--- src/design/tch_pkg.sv ---
`timescale 1ns / 1ps

package tch_pkg;

    localparam int CORDIC_STEPS_DEF = 16;
    localparam int TAB_LEN = 24;

    // cordic x/y path, angle path and multiplier widths
    localparam int XW = 38;
    localparam int ZW = 34;
    localparam int PW = 34;
    localparam int AW = 2 * PW;

    localparam logic signed [ZW-1:0] ANG_PI = 34'sd2147483648;
    localparam logic signed [ZW-1:0] ANG_HALF_PI = 34'sd1073741824;
    localparam logic signed [XW-1:0] INV_GAIN = 38'sd652032874;

    localparam logic OPC_QUAT = 1'b0;
    localparam logic OPC_FIELD = 1'b1;

    typedef struct packed {
        logic              opcode;
        logic signed [15:0] quat_x;
        logic signed [15:0] quat_y;
        logic signed [15:0] quat_z;
        logic signed [15:0] quat_w;
        logic signed [15:0] field_x;
        logic signed [15:0] field_y;
        logic signed [15:0] field_z;
    } t_in;

    typedef struct packed {
        logic signed [15:0] heading;
        logic signed [15:0] heading_sin_half;
        logic signed [15:0] heading_cos_half;
        logic               heading_fresh;
    } t_out;

    typedef struct packed {
        logic               compute;
        logic signed [15:0] qx;
        logic signed [15:0] qy;
        logic signed [15:0] qz;
        logic signed [15:0] qw;
        logic signed [15:0] fx;
        logic signed [15:0] fy;
        logic signed [15:0] fz;
    } t_job;

    typedef enum logic {
        CM_VEC,
        CM_ROT
    } t_cmode;

    typedef struct packed {
        t_cmode             mode;
        logic signed [XW-1:0] x;
        logic signed [XW-1:0] y;
        logic signed [ZW-1:0] z;
    } t_creq;

    typedef struct packed {
        logic               done;
        logic signed [XW-1:0] x;
        logic signed [XW-1:0] y;
        logic signed [ZW-1:0] z;
    } t_cres;

    typedef enum logic [4:0] {
        S_IDLE,
        S_QPROD,
        S_ROLL_GO,
        S_ROLL_W,
        S_GAIN,
        S_PITCH_GO,
        S_PITCH_W,
        S_RROT_GO,
        S_RROT_W,
        S_PROT_GO,
        S_PROT_W,
        S_FPROD,
        S_YAW_GO,
        S_YAW_W,
        S_HALF_GO,
        S_HALF_W,
        S_OUT
    } t_state;

    function automatic logic [31:0] atan_tab(input logic [4:0] idx);
        logic [31:0] v;
        case (idx)
            5'd0:  v = 32'd536870912;
            5'd1:  v = 32'd316933406;
            5'd2:  v = 32'd167458907;
            5'd3:  v = 32'd85004756;
            5'd4:  v = 32'd42667331;
            5'd5:  v = 32'd21354465;
            5'd6:  v = 32'd10679838;
            5'd7:  v = 32'd5340245;
            5'd8:  v = 32'd2670163;
            5'd9:  v = 32'd1335087;
            5'd10: v = 32'd667544;
            5'd11: v = 32'd333772;
            5'd12: v = 32'd166886;
            5'd13: v = 32'd83443;
            5'd14: v = 32'd41722;
            5'd15: v = 32'd20861;
            5'd16: v = 32'd10430;
            5'd17: v = 32'd5215;
            5'd18: v = 32'd2608;
            5'd19: v = 32'd1304;
            5'd20: v = 32'd652;
            5'd21: v = 32'd326;
            5'd22: v = 32'd163;
            5'd23: v = 32'd81;
            default: v = 32'd0;
        endcase
        return v;
    endfunction

endpackage

--- src/design/tch_queue.sv ---
`timescale 1ns / 1ps

module tch_queue (
    input  logic          i_clk,
    input  logic          i_rst_n,
    input  logic          i_push,
    input  tch_pkg::t_job i_job,
    output logic          o_full,
    input  logic          i_pop,
    output tch_pkg::t_job o_job,
    output logic          o_empty
);

    tch_pkg::t_job r_mem [2];
    logic          r_wp;
    logic          r_rp;
    logic [1:0]    r_cnt;

    assign o_full  = (r_cnt == 2'd2);
    assign o_empty = (r_cnt == 2'd0);
    assign o_job   = r_mem[r_rp];

    always_ff @(posedge i_clk) begin
        if (!i_rst_n) begin
            r_wp  <= 1'b0;
            r_rp  <= 1'b0;
            r_cnt <= 2'd0;
        end else begin
            if (i_push) begin
                r_wp <= ~r_wp;
            end
            if (i_pop) begin
                r_rp <= ~r_rp;
            end
            if (i_push && !i_pop) begin
                r_cnt <= r_cnt + 2'd1;
            end else if (!i_push && i_pop) begin
                r_cnt <= r_cnt - 2'd1;
            end
        end
    end

    always_ff @(posedge i_clk) begin
        if (i_push) begin
            r_mem[r_wp] <= i_job;
        end
    end

endmodule

--- config.mk ---
export PLATFORM = sky130hd
export DESIGN_NAME = tch_queue
export DESIGN_NICKNAME = d
export VERILOG_FILES = /design/src/design/tch_pkg.sv /design/src/design/tch_queue.sv
export SDC_FILE = /design/constraint.sdc
export NUM_CORES = 1
export LEC_CHECK = 0
export BUFFER_PORTS_ARGS = -buffer_cell sky130_fd_sc_hd__buf_2
export CORE_UTILIZATION = 52
export CTS_CLUSTER_SIZE = 40
export DETAILED_ROUTE_END_ITERATION = 10
export GPL_ROUTABILITY_DRIVEN = 0
export PLACE_DENSITY = 0.89
export SYNTH_ARGS = -nofsm -noshare
export SYNTH_HDL_FRONTEND = slang
export SYNTH_SLANG_ARGS = --single-unit
--- constraint.sdc ---
create_clock -name i_clk -period 8.5 [get_ports i_clk]
set_input_delay 0.85 -clock i_clk [delete_from_list [all_inputs] [get_ports i_clk]]
set_output_delay 0.85 -clock i_clk [all_outputs]
set_load 0.01 [all_outputs]
==> impl_metrics.tcl, run 1 <==
set metrics [dict create \
    status "completed" \
    cts_resized 0 \
    synth_top_area_share_pct 78.34 \
    powerDensity_nw_per_um2 238.2 \
    vdd_drop_max_v 0.0002027 \
    dr.pass1.iters 4 \
    dp_hpwl_um 10020 \
    worst_pin_slew_ns 1.266 \
    synth.cell_area_sq_um 8663 \
    seqPwrFrac_pct 52.8 \
    hold_depth 2 \
    viasPerCell 4.981 \
    hp-class "reg2reg" \
    cts_max_level 1 \
    yosys.area.top_type "edfxtp_1" \
    p_total_mw 2.553 \
    internal-power_mw 2.016 \
    drive_above_1_share_pct 60.16 \
    synth_cells 374 \
    cts_tree "done" \
    synth_top_flop_cell "edfxtp_1" \
    hold_violations 0 \
    area_growth_syn_to_layout_pct 23.67 \
    place_inst 811 \
    setup_viol 0 \
    synth-async-reset-ratio_pct 0 \
    critPathArrivalTime_ns 2.93 \
    ys_seq_area_share_pct 79.49 \
    yosys-top-cells-count "edfxtp_1, mux2_4, mux2_2" \
    period_needed_ns 3.775 \
    fin_cells 852 \
    finalSetupTns_ns 0 \
    synth.most_common_cell "edfxtp_1" \
    p_leak_nw 4.186 \
    track_usage_pct 17.23 \
    grt_remaining_overflow 0 \
    ctsHoldBuffers 0 \
    synth_edf_count 226 \
    synth_nets 492 \
    grt_pass1_wl_um 22160 \
    clk_pin_slew_worst_paths_ns 0.06 \
    cts.sinks 231 \
    die_w_um 131.1 \
    clk_latency_ns 0.49 \
    slew_headroom_pct 15.58 \
    ys_warn_count 0 \
    num_rows 46 \
    cts-root-buf "clkbuf_16" \
    skew_ns 0.006444 \
    grt_max_degree 96 \
    max_freq_mhz 264.9 \
    power_frac_comb_pct 10.3 \
    ios 232 \
    required_ns 7.65 \
    final_nets 738 \
    critPathKind "reg2out" \
    syn_avg_cell_area_sq_um 23.16 \
    dieHeight_um 131.1 \
    pwr-share-clk_pct 36.9 \
    antenna_found_initial 1 \
    cp_max_fo 57 \
    period_share_pct 44.42 \
    dpl_cell_area_sq_um 10000 \
    drv_cap 0 \
    cts_made_buffers 23 \
    cts.path.max_buffers 3 \
    initial_core_util_pct 53.95 \
    grt_pass1_vias 4423 \
    rr_worst_depth 2 \
    final_max_slew_viol_count 0 \
    drtIter0Drc 220 \
    core-area_sq_um 16060 \
    startpoint_type "flip-flop" \
    num_vias 4244 \
    stdcell_area_sq_um 10710 \
    synth_cell_types 18 \
    rsz0062_at_grt "no" \
    ys_ff_latch 231 \
    die_area_sq_um 17180 \
    p_sw_share_pct 21.02 \
    wl_per_cell_um 18.13 \
    routed_wl_um 15440 \
    end_kind "primary output" \
    drc 0 \
    switchingPower_uw 536.5 \
    io_buffers 231 \
    antenna_left 0 \
    cts_setup_buffers 0 \
    synthTopCellsByArea "edfxtp_1, mux2_4, mux2_2" \
]
[per-layer routing]
metal | vias up | global-route usage (%) | part of all wire [%]
li1 | 1973 | - | -
met1 | 2065 | 19.38 | 38
met2 | 179 | 31.34 | 52
met3 | 27 | 4.870 | 8.2
met4 | 0 | 5.950 | 2.0
met5 | - | 0 | 0
[metrics by stage]
step	setup slack (ns)	hold WS, ns	util [%]
finish	4.725	0.5074	66.72
global route	4.580	0.5316	66.72
CTS	4.636	0.5090	66.71
detailed placement	5.166	0.5019	62.28
global placement	5.258	0.4773	62.28
floorplan	2.112	0.4656	-
[sequential cells by signal, summed over array words and instances, names as in the netlist, named ones only]
signal,flops
r_cnt,2
r_mem,226
r_rp,1
r_wp,1
[path summary, 6_finish.rpt]
path | from | endpoint | slack, ns
worst max-delay path | flip-flop | o_job[30] | 4.72
worst min-delay path | r_cnt[1]$_SDFFE_PN0P_ | r_cnt[1]$_SDFFE_PN0P_ | 0.51
worst max register to register | r_wp$_SDFFE_PN0P_ | r_mem[0][83]$_DFFE_PP_ | 6.02
worst min register to register | r_cnt[1]$_SDFFE_PN0P_ | r_cnt[1]$_SDFFE_PN0P_ | 0.51
[layout make-up]
class	instances	area [sq um]
antenna	1	2.502
inverter	1	3.754
tap	216	270.3
fill	1067	5344
timing repair buffer	234	1179
clock buffer	28	594.3
clock inverter	12	116.4
sequential	231	6890
multi-input combinational	129	1658
[power groups by stage]
stage,clock (mW),combinational [mW],sequential (mW)
2_1_floorplan,0,0.175,1.36
3_3_place_gp,0,0.256,1.37
3_5_place_dp,0,0.266,1.37
4_1_cts,0.970,0.268,1.35
5_1_grt,1.01,0.283,1.35
6_report,0.942,0.264,1.35
[worst max-delay path, stage by stage, from the launching register on]
cell,delay [ns]
dfxtp_4,0.96
buf_4,0.85
mux2_2,0.42
buf_2,0.14
[layout by cell type (no fill, tap or decap), types with 3 or more instances in the layout]
| master | Yosys | final |
|---|---|---|
| edfxtp_1 | 226 | 226 |
| clkinv_1 | 0 | 3 |
| clkbuf_1 | 0 | 5 |
| buf_2 | 4 | 231 |
| mux2_4 | 70 | 70 |
| clkbuf_16 | 0 | 23 |
| and2_1 | 4 | 3 |
| buf_4 | 0 | 3 |
| mux2_2 | 43 | 43 |
| clkinv_2 | 0 | 5 |
| dfxtp_1 | 5 | 4 |
[logic make-up (layout without fill, tap and decap cells)]
family,after synthesis,in the layout,share of synthesized area [%]
xor gates and xnor gates,3,3,0.3033
and+or+nand+nor,9,9,0.6210
AOI/OAI and AO/OA,3,3,0.2311
adders and majority gates,1,1,0.1444
DFF,231,231,79.49
buffers and inverters,14,275,1.488
other,0,1,0
muxes,113,113,17.72
Note: power is estimated with default switching activity, not from simulation.
==> run 2: changes to the inputs <==
--- a/config.mk
+++ b/config.mk
@@ -5,6 +5,7 @@
 export SDC_FILE = /design/constraint.sdc
 export NUM_CORES = 1
 export LEC_CHECK = 0
+export ABC_AREA = 1
 export BUFFER_PORTS_ARGS = -buffer_cell sky130_fd_sc_hd__buf_2
 export CORE_UTILIZATION = 52
 export CTS_CLUSTER_SIZE = 40
==> constraint.sdc (replaced) <==
create_clock -name i_clk -period 3.88 [get_ports i_clk]
set_input_delay 0.388 -clock i_clk [delete_from_list [all_inputs] [get_ports i_clk]]
set_output_delay 0.388 -clock i_clk [all_outputs]
set_load 0.01 [all_outputs]
==> run 2 against run 1 <==
  * Worst hold slack lost 0.42 ns
  * Critical path depth is the same
  * Cell area shrank 0.12%
  * Critical path type unchanged
  * Total power grew 110%
  * Final cell count grew 1.9%
  * Largest power group unchanged
  * Clock power grew 100%
==> impl_metrics.tcl, run 2 <==
set metrics [dict create \
    postLayoutCoreUtil_pct 66.64 \
    vdd_drop_max_v 0.0003588 \
    synth_nets 505 \
    cts_made_buffers 23 \
    worst_pin_slew_ns 0.9898 \
    cts_max_level 1 \
    viasPerCell 5.050 \
    drive_above_1_share_pct 58.77 \
    synth.most_common_cell "edfxtp_1" \
    drc 0 \
    critPathKind "reg2out" \
    rsz0062_at_grt "no" \
    finalSetupTns_ns 0 \
    synth-async-reset-ratio_pct 0 \
    layout.filler_cells 1031 \
    ctsHoldBuffers 0 \
    required_ns 3.49 \
    grt_pass1_vias 4773 \
    drtIter0Drc 228 \
    cts_tree "done" \
    cts.path.max_buffers 3 \
    grt_pass1_wl_um 24880 \
    clk_pin_slew_worst_paths_ns 0.06 \
    critPathArrivalTime_ns 2.11 \
    ys_seq_area_share_pct 79.39 \
    grt_remaining_overflow 0 \
    hold_slack_ns 0.08808 \
    dieHeight_um 131.2 \
    antenna_found_initial 1 \
    yosys-top-cells-count "edfxtp_1, mux2_4, mux2_2" \
    synthTopCellsByArea "edfxtp_1, mux2_4, mux2_2" \
    synth_cell_types 15 \
    skew_ns 0.005569 \
    final_common_cell "buf_2" \
    end_kind "primary output" \
    track_usage_pct 18.45 \
    slew_headroom_pct 34.02 \
    ios 232 \
    synth_cells 387 \
    synth.cell_area_sq_um 8675 \
    setup_viol 0 \
    ys_ff_latch 231 \
    die_w_um 131.2 \
    die_area_sq_um 17200 \
    cp_max_fo 51 \
    antenna_left 0 \
    dp_hpwl_um 10990 \
    final_max_slew_viol_count 0 \
    hold_violations 0 \
    hp-class "in2reg" \
    regMostFlops "r_mem" \
    cts_resized 0 \
    grt_max_degree 76 \
    synth_top_area_share_pct 78.23 \
    p_leak_nw 4.210 \
    ys_warn_count 0 \
    area_growth_syn_to_layout_pct 23.37 \
    wl_per_cell_um 18.31 \
    yosys.area.top_type "edfxtp_1" \
    syn_avg_cell_area_sq_um 22.41 \
    startpoint_type "flip-flop" \
    core-area_sq_um 16060 \
    final_cell_mix "buf_2, edfxtp_1, mux2_4" \
    cts.sinks 231 \
    synth_top_flop_cell "edfxtp_1" \
    cts-root-buf "clkbuf_16" \
    io_buffers 231 \
    max_freq_mhz 400.9 \
    period_needed_ns 2.494 \
    clk_latency_ns 0.48 \
    drv_cap 0 \
    routed_wl_um 15900 \
    powerDensity_nw_per_um2 503.6 \
    p_total_mw 5.389 \
    final_nets 755 \
    cts_setup_buffers 0 \
    top_regs "r_mem: 226 flops, r_cnt: 2 flops" \
    synth_edf_count 226 \
    largest_reg_flops 226 \
    num_vias 4383 \
    num_rows 46 \
    dr.pass1.iters 4 \
    initial_core_util_pct 54.02 \
    period_share_pct 64.29 \
    status "completed" \
]
## run 2: cell families (layout without fill, tap and decap cells)
kind of cell | count (synthesis) | in the layout | share of synthesized area, %
flops | 231 | 231 | 79.39
mux | 113 | 113 | 17.70
buf+inv | 21 | 284 | 1.789
simple gates | 19 | 19 | 0.8654
compound gates | 2 | 2 | 0.1153
fa+ha+maj | 1 | 1 | 0.1442
other cells | 0 | 2 | 0
## run 2: path summary, 6_finish.rpt
kind / slack, ns / startpoint / endpoint / depth (start not counted)
min reg2reg: 0.51 / r_rp$_SDFFE_PN0P_ / r_rp$_SDFFE_PN0P_ / 2
max reg2reg: 1.74 / r_wp$_SDFFE_PN0P_ / r_mem[1][28]$_DFFE_PP_ / 3
max: 1.39 / flip-flop / o_job[105] / 3
min: 0.09 / i_job[9] / r_mem[0][9]$_DFFE_PP_ / 1
## run 2: power by group
part / leakage (nW) / internal (mW) / total [mW] / switching, mW
logic: 1.73 / 0.269 / 0.548 / 0.279
registers: 2.16 / 2.89 / 2.93 / 0.0370
clock network: 0.316 / 1.09 / 1.91 / 0.823
## run 2: stage by stage
stage	instances	cell area (sq um)	setup slack (ns)
final	868	10700	1.386
after global routing	867	10700	1.295
after CTS	866	10700	1.361
after detailed placement	828	10050	1.679
after global placement	828	10050	1.757
after floorplan	387	8677	0.1022
## run 2: worst max-delay path, stage by stage, from the launching register on
cell and delay, ns:
dfxtp_4 0.37, buf_4 0.64, mux2_2 0.42, buf_2 0.14
## run 2: layer usage
metal | part of all wire, % | track usage [%] | vias up | wire length, um
li1 | - | - | 2016 | -
met1 | 40 | 22.69 | 2137 | 6357
met2 | 51 | 32.68 | 203 | 8120
met3 | 7.0 | 3.897 | 27 | 1110
met4 | 1.9 | 5.490 | 0 | 305
met5 | 0 | 0 | - | 0
## run 2: final cells by class
class,instances,area [sq um],area share (%)
sequential,231,6890,64.39
multi-input combinational,135,1640,15.33
timing repair buffer,238,1221,11.41
clock buffer,32,609.3,5.694
tap,216,270.3,2.525
clock inverter,6,32.53,0.3040
inverter,8,32.53,0.3040
antenna,2,5.005,0.04677
