===== src/design/tch_pkg.sv =====
`timescale 1ns / 1ps

package tch_pkg;

    localparam int CORDIC_STEPS_DEF = 16;
    localparam int TAB_LEN = 24;

    // cordic x/y path, angle path and multiplier widths
    localparam int XW = 38;
    localparam int ZW = 34;
    localparam int PW = 34;
    localparam int AW = 2 * PW;

    localparam logic signed [ZW-1:0] ANG_PI = 34'sd2147483648;
    localparam logic signed [ZW-1:0] ANG_HALF_PI = 34'sd1073741824;
    localparam logic signed [XW-1:0] INV_GAIN = 38'sd652032874;

    localparam logic OPC_QUAT = 1'b0;
    localparam logic OPC_FIELD = 1'b1;

    typedef struct packed {
        logic              opcode;
        logic signed [15:0] quat_x;
        logic signed [15:0] quat_y;
        logic signed [15:0] quat_z;
        logic signed [15:0] quat_w;
        logic signed [15:0] field_x;
        logic signed [15:0] field_y;
        logic signed [15:0] field_z;
    } t_in;

    typedef struct packed {
        logic signed [15:0] heading;
        logic signed [15:0] heading_sin_half;
        logic signed [15:0] heading_cos_half;
        logic               heading_fresh;
    } t_out;

    typedef struct packed {
        logic               compute;
        logic signed [15:0] qx;
        logic signed [15:0] qy;
        logic signed [15:0] qz;
        logic signed [15:0] qw;
        logic signed [15:0] fx;
        logic signed [15:0] fy;
        logic signed [15:0] fz;
    } t_job;

    typedef enum logic {
        CM_VEC,
        CM_ROT
    } t_cmode;

    typedef struct packed {
        t_cmode             mode;
        logic signed [XW-1:0] x;
        logic signed [XW-1:0] y;
        logic signed [ZW-1:0] z;
    } t_creq;

    typedef struct packed {
        logic               done;
        logic signed [XW-1:0] x;
        logic signed [XW-1:0] y;
        logic signed [ZW-1:0] z;
    } t_cres;

    typedef enum logic [4:0] {
        S_IDLE,
        S_QPROD,
        S_ROLL_GO,
        S_ROLL_W,
        S_GAIN,
        S_PITCH_GO,
        S_PITCH_W,
        S_RROT_GO,
        S_RROT_W,
        S_PROT_GO,
        S_PROT_W,
        S_FPROD,
        S_YAW_GO,
        S_YAW_W,
        S_HALF_GO,
        S_HALF_W,
        S_OUT
    } t_state;

    function automatic logic [31:0] atan_tab(input logic [4:0] idx);
        logic [31:0] v;
        case (idx)
            5'd0:  v = 32'd536870912;
            5'd1:  v = 32'd316933406;
            5'd2:  v = 32'd167458907;
            5'd3:  v = 32'd85004756;
            5'd4:  v = 32'd42667331;
            5'd5:  v = 32'd21354465;
            5'd6:  v = 32'd10679838;
            5'd7:  v = 32'd5340245;
            5'd8:  v = 32'd2670163;
            5'd9:  v = 32'd1335087;
            5'd10: v = 32'd667544;
            5'd11: v = 32'd333772;
            5'd12: v = 32'd166886;
            5'd13: v = 32'd83443;
            5'd14: v = 32'd41722;
            5'd15: v = 32'd20861;
            5'd16: v = 32'd10430;
            5'd17: v = 32'd5215;
            5'd18: v = 32'd2608;
            5'd19: v = 32'd1304;
            5'd20: v = 32'd652;
            5'd21: v = 32'd326;
            5'd22: v = 32'd163;
            5'd23: v = 32'd81;
            default: v = 32'd0;
        endcase
        return v;
    endfunction

endpackage


===== src/design/tch_front.sv =====
`timescale 1ns / 1ps

module tch_front (
    input  logic          i_clk,
    input  logic          i_rst_n,
    input  logic          i_valid,
    output logic          o_ready,
    input  tch_pkg::t_in  i_data,
    output logic          o_push,
    output tch_pkg::t_job o_job,
    input  logic          i_full
);

    logic signed [15:0] r_qx, r_qy, r_qz, r_qw;
    logic signed [15:0] r_fx, r_fy, r_fz;
    logic               r_q_pend;
    logic               r_f_pend;
    logic               w_is_quat;
    logic               n_q_pend;
    logic               n_f_pend;

    assign o_ready   = !i_full;
    assign o_push    = i_valid && !i_full;
    assign w_is_quat = (i_data.opcode == tch_pkg::OPC_QUAT);
    assign n_q_pend  = r_q_pend || w_is_quat;
    assign n_f_pend  = r_f_pend || !w_is_quat;

    // job carries a snapshot of the newest samples
    always_comb begin
        o_job.compute = n_q_pend && n_f_pend;
        o_job.qx = w_is_quat ? i_data.quat_x : r_qx;
        o_job.qy = w_is_quat ? i_data.quat_y : r_qy;
        o_job.qz = w_is_quat ? i_data.quat_z : r_qz;
        o_job.qw = w_is_quat ? i_data.quat_w : r_qw;
        o_job.fx = w_is_quat ? r_fx : i_data.field_x;
        o_job.fy = w_is_quat ? r_fy : i_data.field_y;
        o_job.fz = w_is_quat ? r_fz : i_data.field_z;
    end

    always_ff @(posedge i_clk) begin
        if (!i_rst_n) begin
            r_q_pend <= 1'b0;
            r_f_pend <= 1'b0;
        end else if (o_push) begin
            r_q_pend <= o_job.compute ? 1'b0 : n_q_pend;
            r_f_pend <= o_job.compute ? 1'b0 : n_f_pend;
        end
    end

    always_ff @(posedge i_clk) begin
        if (o_push) begin
            r_qx <= o_job.qx;
            r_qy <= o_job.qy;
            r_qz <= o_job.qz;
            r_qw <= o_job.qw;
            r_fx <= o_job.fx;
            r_fy <= o_job.fy;
            r_fz <= o_job.fz;
        end
    end

endmodule


===== config.mk =====
export PLATFORM = sky130hd
export DESIGN_NAME = tch_front
export DESIGN_NICKNAME = d
export VERILOG_FILES = /design/src/design/tch_pkg.sv /design/src/design/tch_front.sv
export SDC_FILE = /design/constraint.sdc
export NUM_CORES = 1
export LEC_CHECK = 0
export ABC_CLOCK_PERIOD_IN_PS = 5900
export BUFFER_PORTS_ARGS = -buffer_cell sky130_fd_sc_hd__buf_2
export CAP_MARGIN = 10
export CORE_MARGIN = 2
export CORE_UTILIZATION = 42
export CTS_BUF_LIST = sky130_fd_sc_hd__clkbuf_16
export DETAILED_ROUTE_END_ITERATION = 12
export PLACE_DENSITY_LB_ADDON = 0.15
export SYNTH_ARGS = -nofsm -noshare
export SYNTH_HDL_FRONTEND = slang
export SYNTH_SLANG_ARGS = --single-unit

===== constraint.sdc =====
create_clock -name i_clk -period 5.9 [get_ports i_clk]
set_input_delay 0 -clock i_clk [delete_from_list [all_inputs] [get_ports i_clk]]
set_output_delay 0 -clock i_clk [all_outputs]
set_load 0.02 [all_outputs]

==> results.sh, run 1 <==
export IMPL_fin_crit_ns=1.974
export IMPL_syn_area_per_cell_um2=20.45
export IMPL_starting_density_of_the_core_pct=42.58
export IMPL_p_clk_share_pct=38.6
export IMPL_post_cts_setup_buffers=0
export IMPL_first_global_vias=3757
export IMPL_max_fclk_mhz=506.5
export IMPL_maxSlewViolCount=0
export IMPL_cp_cell_sequence="buf_6 > buf_4 > mux2_2 > buf_2"
export IMPL_core_area_um2=11910
export IMPL_globalRouteOverflowTotal=0
export IMPL_max_stage_delay_ns=0.76
export IMPL_antenna_found_initial=0
export IMPL_postPlaceCellArea_um2=6330
export IMPL_finalNetCount=718
export IMPL_detail_route_wl_per_cell_um=16.08
export IMPL_timing_critical_path_max_delay_family="buffers and inverters"
export IMPL_ratio_of_cells_with_drive_above_1_in_the_final_layout_pct=60.36
export IMPL_setup_violations=0
export IMPL_slowest_stage="sky130_fd_sc_hd__buf_4"
export IMPL_y_dimension_of_the_die_um=113.9
export IMPL_fill_cells=822
export IMPL_final_hold_violations=0
export IMPL_clock_transition_at_path_regs_ns=0.05
export IMPL_mapped_area_um2=5072
export IMPL_fin_util_pct=66.70
export IMPL_pwr_share_comb_pct=17.3
export IMPL_outcome="completed"
export IMPL_cts_buffers=17
export IMPL_grt_pass1_wl_mm=18.73
export IMPL_fin_skew_ns=0.00005979
export IMPL_critPathArrivalTime_ns=1.97
export IMPL_syn_num_nets=365
export IMPL_clock_latency_ns=0.41
export IMPL_track_usage_pct=19.08
export IMPL_cts_max_level=4
export IMPL_route_vias_total=3505
export IMPL_detail_route_iter0_violations=133
export IMPL_pin_count=232
export IMPL_setup_worst_path_class="input pin to output port"
export IMPL_first_pass_drt_iterations=4
export IMPL_power_dissipated_by_switching_net_loads_uw=517.0
export IMPL_cts_tree="yes"
export IMPL_switching_share_pct=23.93
export IMPL_finalWeightedCongestion=0.7577
export IMPL_fp_row_count=40
export IMPL_area_growth_pct=56.64
export IMPL_power_leakage_nw=3.451
export IMPL_power_report_internal_total_mw=1.643
export IMPL_final_antenna_net_count=0
export IMPL_route_final_wire_length_mm=12.22
export IMPL_place_port_buffers=231
export IMPL_maxCapViolations=0
export IMPL_grt_start_max_net_pins=65
export IMPL_rsz0062_at_grt="no"
export IMPL_number_of_library_cell_types_mapped_by_synthesis=11
export IMPL_worst_hold_path_type="input pin to flop"
export IMPL_post_synth_inst_count=248
export IMPL_p_seq_share_pct=44.1
export IMPL_synth_seq_area_share_pct=67.09
export IMPL_yosys_warnings=0
export IMPL_final_period_utilization_pct=33.46
export IMPL_drc=0
export IMPL_cts_repair_resize_count=0
export IMPL_timing_max_slew_rel_slack_pct=44.05
export IMPL_dp_slack_ns=3.833
export IMPL_antenna_cells_inserted=0
export IMPL_timing_critical_path_required_ns=5.90
export IMPL_power_density_nw_per_um2=271.8
export IMPL_dp_hpwl_mm=7.224
export IMPL_finish_instance_area_um2=7945
export IMPL_fin_ws_ns=3.926
export IMPL_root_buffer="sky130_fd_sc_hd__clkbuf_16"
export IMPL_synth_seq_cells=114
export IMPL_critical_path_max_fanout=62
export IMPL_power_mw=2.160
export IMPL_cts_sinks=114
export IMPL_ctsLongestPathBuffers=2
export IMPL_die_width_um=113.9
export IMPL_timing_critical_path_to_type="output port"
export IMPL_path_buf_inv=3
export IMPL_hold_buffers=113
export IMPL_worstMarginPinSlew_ns=0.8393
export IMPL_finalSetupTns_ns=0
export IMPL_start_kind="input pin"
export IMPL_via_per_inst=4.612
export IMPL_floorplan_die_area_um2=12970
export IMPL_vdd_ir_drop_max_mv=0.1974
## stage by stage
step / hold slack (ns) / instances
detailed placement: 0.2351 / 616
global route: 0.2827 / 760
finish: 0.2401 / 760
global placement: 0.2226 / 616
floorplan: 0.07664 / 248
CTS: 0.2501 / 760
## kinds of logic after synthesis
family        synth area share [%]
mux                          29.92
simple gates                0.5672
buf+inv                      2.417
flops                        67.09
## per-layer routing
layer / up-vias / share of wire, % / GRT usage (%)
met5: - / 0 / 0
met4: 0 / 1.7 / 7.967
met3: 13 / 8.0 / 7.173
met2: 154 / 50 / 32.69
met1: 1656 / 40 / 21.47
li1: 1682 / - / -
## worst min-delay path: cells and delay by family
kind / cells / cell delay [ns]
mux: 1 / 0.07
simple gates: 2 / 0.26
buf+inv: 1 / 0.27
## placed cells by master, fill, tap and decap left out, drive strengths merged
cell,netlist,routed
mux2,113,113
nor2b,4,4
buf,13,234
mux2i,2,2
dlygate4sd3,0,113
edfxtp,112,112
clkbuf,0,17
dfxtp,2,2
clkinv,0,11
inv,1,4
nor2,1,1
## cell usage after synthesis (all sizes together)
| master | number | area (um^2) |
|---|---|---|
| mux2 | 113 | 1498 |
| edfxtp | 112 | 3363 |
| buf | 13 | 118.9 |
| nor2b | 4 | 25.02 |
| dfxtp | 2 | 40.04 |
| mux2i | 2 | 20.02 |
| inv | 1 | 3.750 |
| nor2 | 1 | 3.750 |
## power by group through the flow
stage / Clock [mW] / Combinational [mW] / Sequential, mW
global route: 0.892 / 0.398 / 0.955
finish: 0.834 / 0.373 / 0.952
global placement: 0 / 0.309 / 0.965
CTS: 0.854 / 0.372 / 0.952
floorplan: 0 / 0.207 / 0.966
detailed placement: 0 / 0.313 / 0.966
## sequential cells by signal, indices dropped and copies added, names as in the netlist
register / flops
r_qy: 16
r_f_pend: 1
r_fz: 16
r_qx: 16
r_qz: 16
r_q_pend: 1
r_fx: 16
r_qw: 16
r_fy: 16
## final cells by class
type	instances	area (um^2)	area share, %
clock buffers	17	425.4	5.354
clock inverters	14	58.81	0.7402
inverters	1	3.754	0.04724
multi-input cells	120	1554	19.56
flip-flops and latches	114	3403	42.83
well taps	147	183.9	2.315
repair buffers	347	2316	29.15
## worst paths after layout
| kind | start | endpoint | slack (ns) | cells past startpoint |
|---|---|---|---|---|
| worst max-delay path | i_data[112] | o_job[63] | 3.93 | 4 |
| worst min-delay path | i_data[112] | r_q_pend | 0.24 | 4 |
| worst max register to register | r_fx[13] | r_fx[13] | 4.96 | 1 |
| worst min register to register | r_q_pend | r_q_pend | 0.54 | 2 |
Power figures use the tool's default switching activity.
==> run 2: changes to the inputs <==
--- a/config.mk
+++ b/config.mk
@@ -5,7 +5,7 @@
 export SDC_FILE = /design/constraint.sdc
 export NUM_CORES = 1
 export LEC_CHECK = 0
-export ABC_CLOCK_PERIOD_IN_PS = 5900
+export ABC_CLOCK_PERIOD_IN_PS = 1660
 export BUFFER_PORTS_ARGS = -buffer_cell sky130_fd_sc_hd__buf_2
 export CAP_MARGIN = 10
 export CORE_MARGIN = 2
==> constraint.sdc (replaced) <==
create_clock -name i_clk -period 1.66 [get_ports i_clk]
set_input_delay 0 -clock i_clk [delete_from_list [all_inputs] [get_ports i_clk]]
set_output_delay 0 -clock i_clk [all_outputs]
set_load 0.02 [all_outputs]
==> results.sh, run 2 (synthesized netlist as in run 1, its figures left out) <==
export IMPL_outcome="completed"
export IMPL_cts_buffers=17
export IMPL_worst_r2r_startpoint="r_fz[12]"
export IMPL_layout_cells_most_common="sky130_fd_sc_hd__buf_2"
export IMPL_setup_violations=0
export IMPL_vdd_ir_drop_max_mv=0.8143
export IMPL_route_vias_total=3592
export IMPL_cts_repair_resize_count=0
export IMPL_first_pass_drt_iterations=4
export IMPL_drc=0
export IMPL_grt_start_max_net_pins=91
export IMPL_clock_transition_at_path_regs_ns=0.05
export IMPL_setup_worst_path_class="flop to output port"
export IMPL_r2r_setup_slack_ns=0.71
export IMPL_finalSetupTns_ns=0
export IMPL_dp_slack_ns=0.5032
export IMPL_detail_route_iter0_violations=193
export IMPL_via_per_inst=4.695
export IMPL_finalNetCount=722
export IMPL_dp_hpwl_mm=7.518
export IMPL_fill_cells=812
export IMPL_y_dimension_of_the_die_um=113.9
export IMPL_root_buffer="sky130_fd_sc_hd__clkbuf_16"
export IMPL_start_kind="flop"
export IMPL_ratio_of_cells_with_drive_above_1_in_the_final_layout_pct=61.49
export IMPL_area_growth_pct=61.15
export IMPL_critical_path_max_fanout=2
export IMPL_worstMarginPinSlew_ns=0.5031
export IMPL_track_usage_pct=19.51
export IMPL_fin_ws_ns=0.4015
export IMPL_maxCapViolations=0
export IMPL_worst_hold_path_type="input pin to flop"
export IMPL_antenna_found_initial=0
export IMPL_mostFrequentLayoutCells="sky130_fd_sc_hd__buf_2 (230), sky130_fd_sc_hd__dlygate4sd3_1 (113), sky130_fd_sc_hd__edfxtp_1 (112)"
export IMPL_floorplan_die_area_um2=12970
export IMPL_post_cts_setup_buffers=0
export IMPL_timing_critical_path_required_ns=1.66
export IMPL_cp_startpoint="r_fz[12]"
export IMPL_power_leakage_nw=3.548
export IMPL_max_fclk_mhz=794.6
export IMPL_die_width_um=113.9
export IMPL_cts_tree="yes"
export IMPL_timing_critical_path_to_type="output port"
export IMPL_fin_skew_ns=0.00005057
export IMPL_reg2reg_to="r_fz[12]"
export IMPL_first_global_vias=3849
export IMPL_rsz0062_at_grt="no"
export IMPL_core_area_um2=11910
export IMPL_worst_r2r_cell_count=1
export IMPL_power_density_nw_per_um2=1049
export IMPL_fp_row_count=40
export IMPL_clock_latency_ns=0.41
export IMPL_final_hold_violations=0
export IMPL_critPathArrivalTime_ns=1.26
export IMPL_grt_pass1_wl_mm=19.20
export IMPL_detail_route_wl_per_cell_um=16.32
export IMPL_route_final_wire_length_mm=12.49
export IMPL_globalRouteOverflowTotal=0
export IMPL_capture_point_of_the_critical_path="o_job[12]"
export IMPL_pin_count=232
export IMPL_cts_max_level=4
export IMPL_fin_crit_ns=1.259
export IMPL_antenna_cells_inserted=0
export IMPL_place_port_buffers=231
export IMPL_timing_max_slew_rel_slack_pct=66.46
export IMPL_starting_density_of_the_core_pct=42.58
export IMPL_finalWeightedCongestion=0.7338
export IMPL_final_period_utilization_pct=75.82
export IMPL_ctsLongestPathBuffers=2
export IMPL_final_antenna_net_count=0
export IMPL_maxSlewViolCount=0
export IMPL_cts_sinks=114
-- run 2: cell count changes in the layout (fill, tap and decap cells not counted) --
cell and change:
sky130_fd_sc_hd__buf_12 +5, sky130_fd_sc_hd__inv_1 -3, sky130_fd_sc_hd__clkinv_1 -2, sky130_fd_sc_hd__bufinv_16 +5
sky130_fd_sc_hd__clkinv_2 +1, sky130_fd_sc_hd__buf_4 -1
-- run 2: area by class of cell --
| class | count | area (um^2) | share of cell area [%] |
|---|---|---|---|
| timing repair buffer | 351 | 2409 | 29.47 |
| sequential | 114 | 3403 | 41.63 |
| inverter | 1 | 3.754 | 0.04592 |
| tap | 147 | 183.9 | 2.250 |
| clock inverter | 15 | 195.2 | 2.388 |
| multi-input combinational | 120 | 1554 | 19.01 |
| clock buffer | 17 | 425.4 | 5.204 |
-- run 2: metal layers --
layer  global-route usage (%)  part of all wire [%]  vias up
met5                        0                     0        -
met3                    9.139                   9.6        9
met2                    32.38                    49      165
met4                    6.667                   1.1        0
met1                    22.35                    40     1728
li1                         -                     -     1690
-- run 2: what timing repair did --
action,in CTS,in global routing
setup endpoints to repair,0,0
hold buffers,113,0
hold endpoints to repair,114,0
-- run 2: where the power goes --
| part | internal, mW | switching, mW | leakage, nW |
|---|---|---|---|
| Sequential | 3.34 | 0.0390 | 1.07 |
| Clock | 2.62 | 1.22 | 0.310 |
| Combinational | 0.691 | 0.661 | 2.17 |
-- run 2: worst min path at each step --
stage / start / end / slack [ns] / cells after the start
after global routing: i_data[112] / r_fx[0] / 0.09 / 2
after floorplan: i_full / o_ready / 0.08 / 1
after detailed placement: i_rst_n / r_q_pend / 0.23 / 2
final: i_data[112] / r_fx[0] / 0.1 / 2
after CTS: i_data[112] / r_fx[0] / 0.08 / 2
after global placement: i_rst_n / r_f_pend / 0.22 / 2
-- run 2: metrics by stage --
| step | area [um^2] | util [%] | cells | power (mW) | hold WS (ns) |
|---|---|---|---|---|---|
| 2_1_floorplan | 5080 | - | 248 | 4.164 | 0.07664 |
| 3_3_place_gp | 6422 | 53.92 | 620 | 4.548 | 0.2222 |
| 3_5_place_dp | 6422 | 53.92 | 620 | 4.569 | 0.2304 |
| 4_1_cts | 8174 | 68.62 | 765 | 8.656 | 0.07862 |
| 5_1_grt | 8174 | 68.62 | 765 | 8.891 | 0.08942 |
| 6_report | 8174 | 68.62 | 765 | 8.571 | 0.09585 |
-- run 2: critical path, cell delays in order (launching register included) --
cell and delay, ns:
sky130_fd_sc_hd__edfxtp_1 0.40, sky130_fd_sc_hd__mux2_4 0.29, sky130_fd_sc_hd__buf_2 0.16
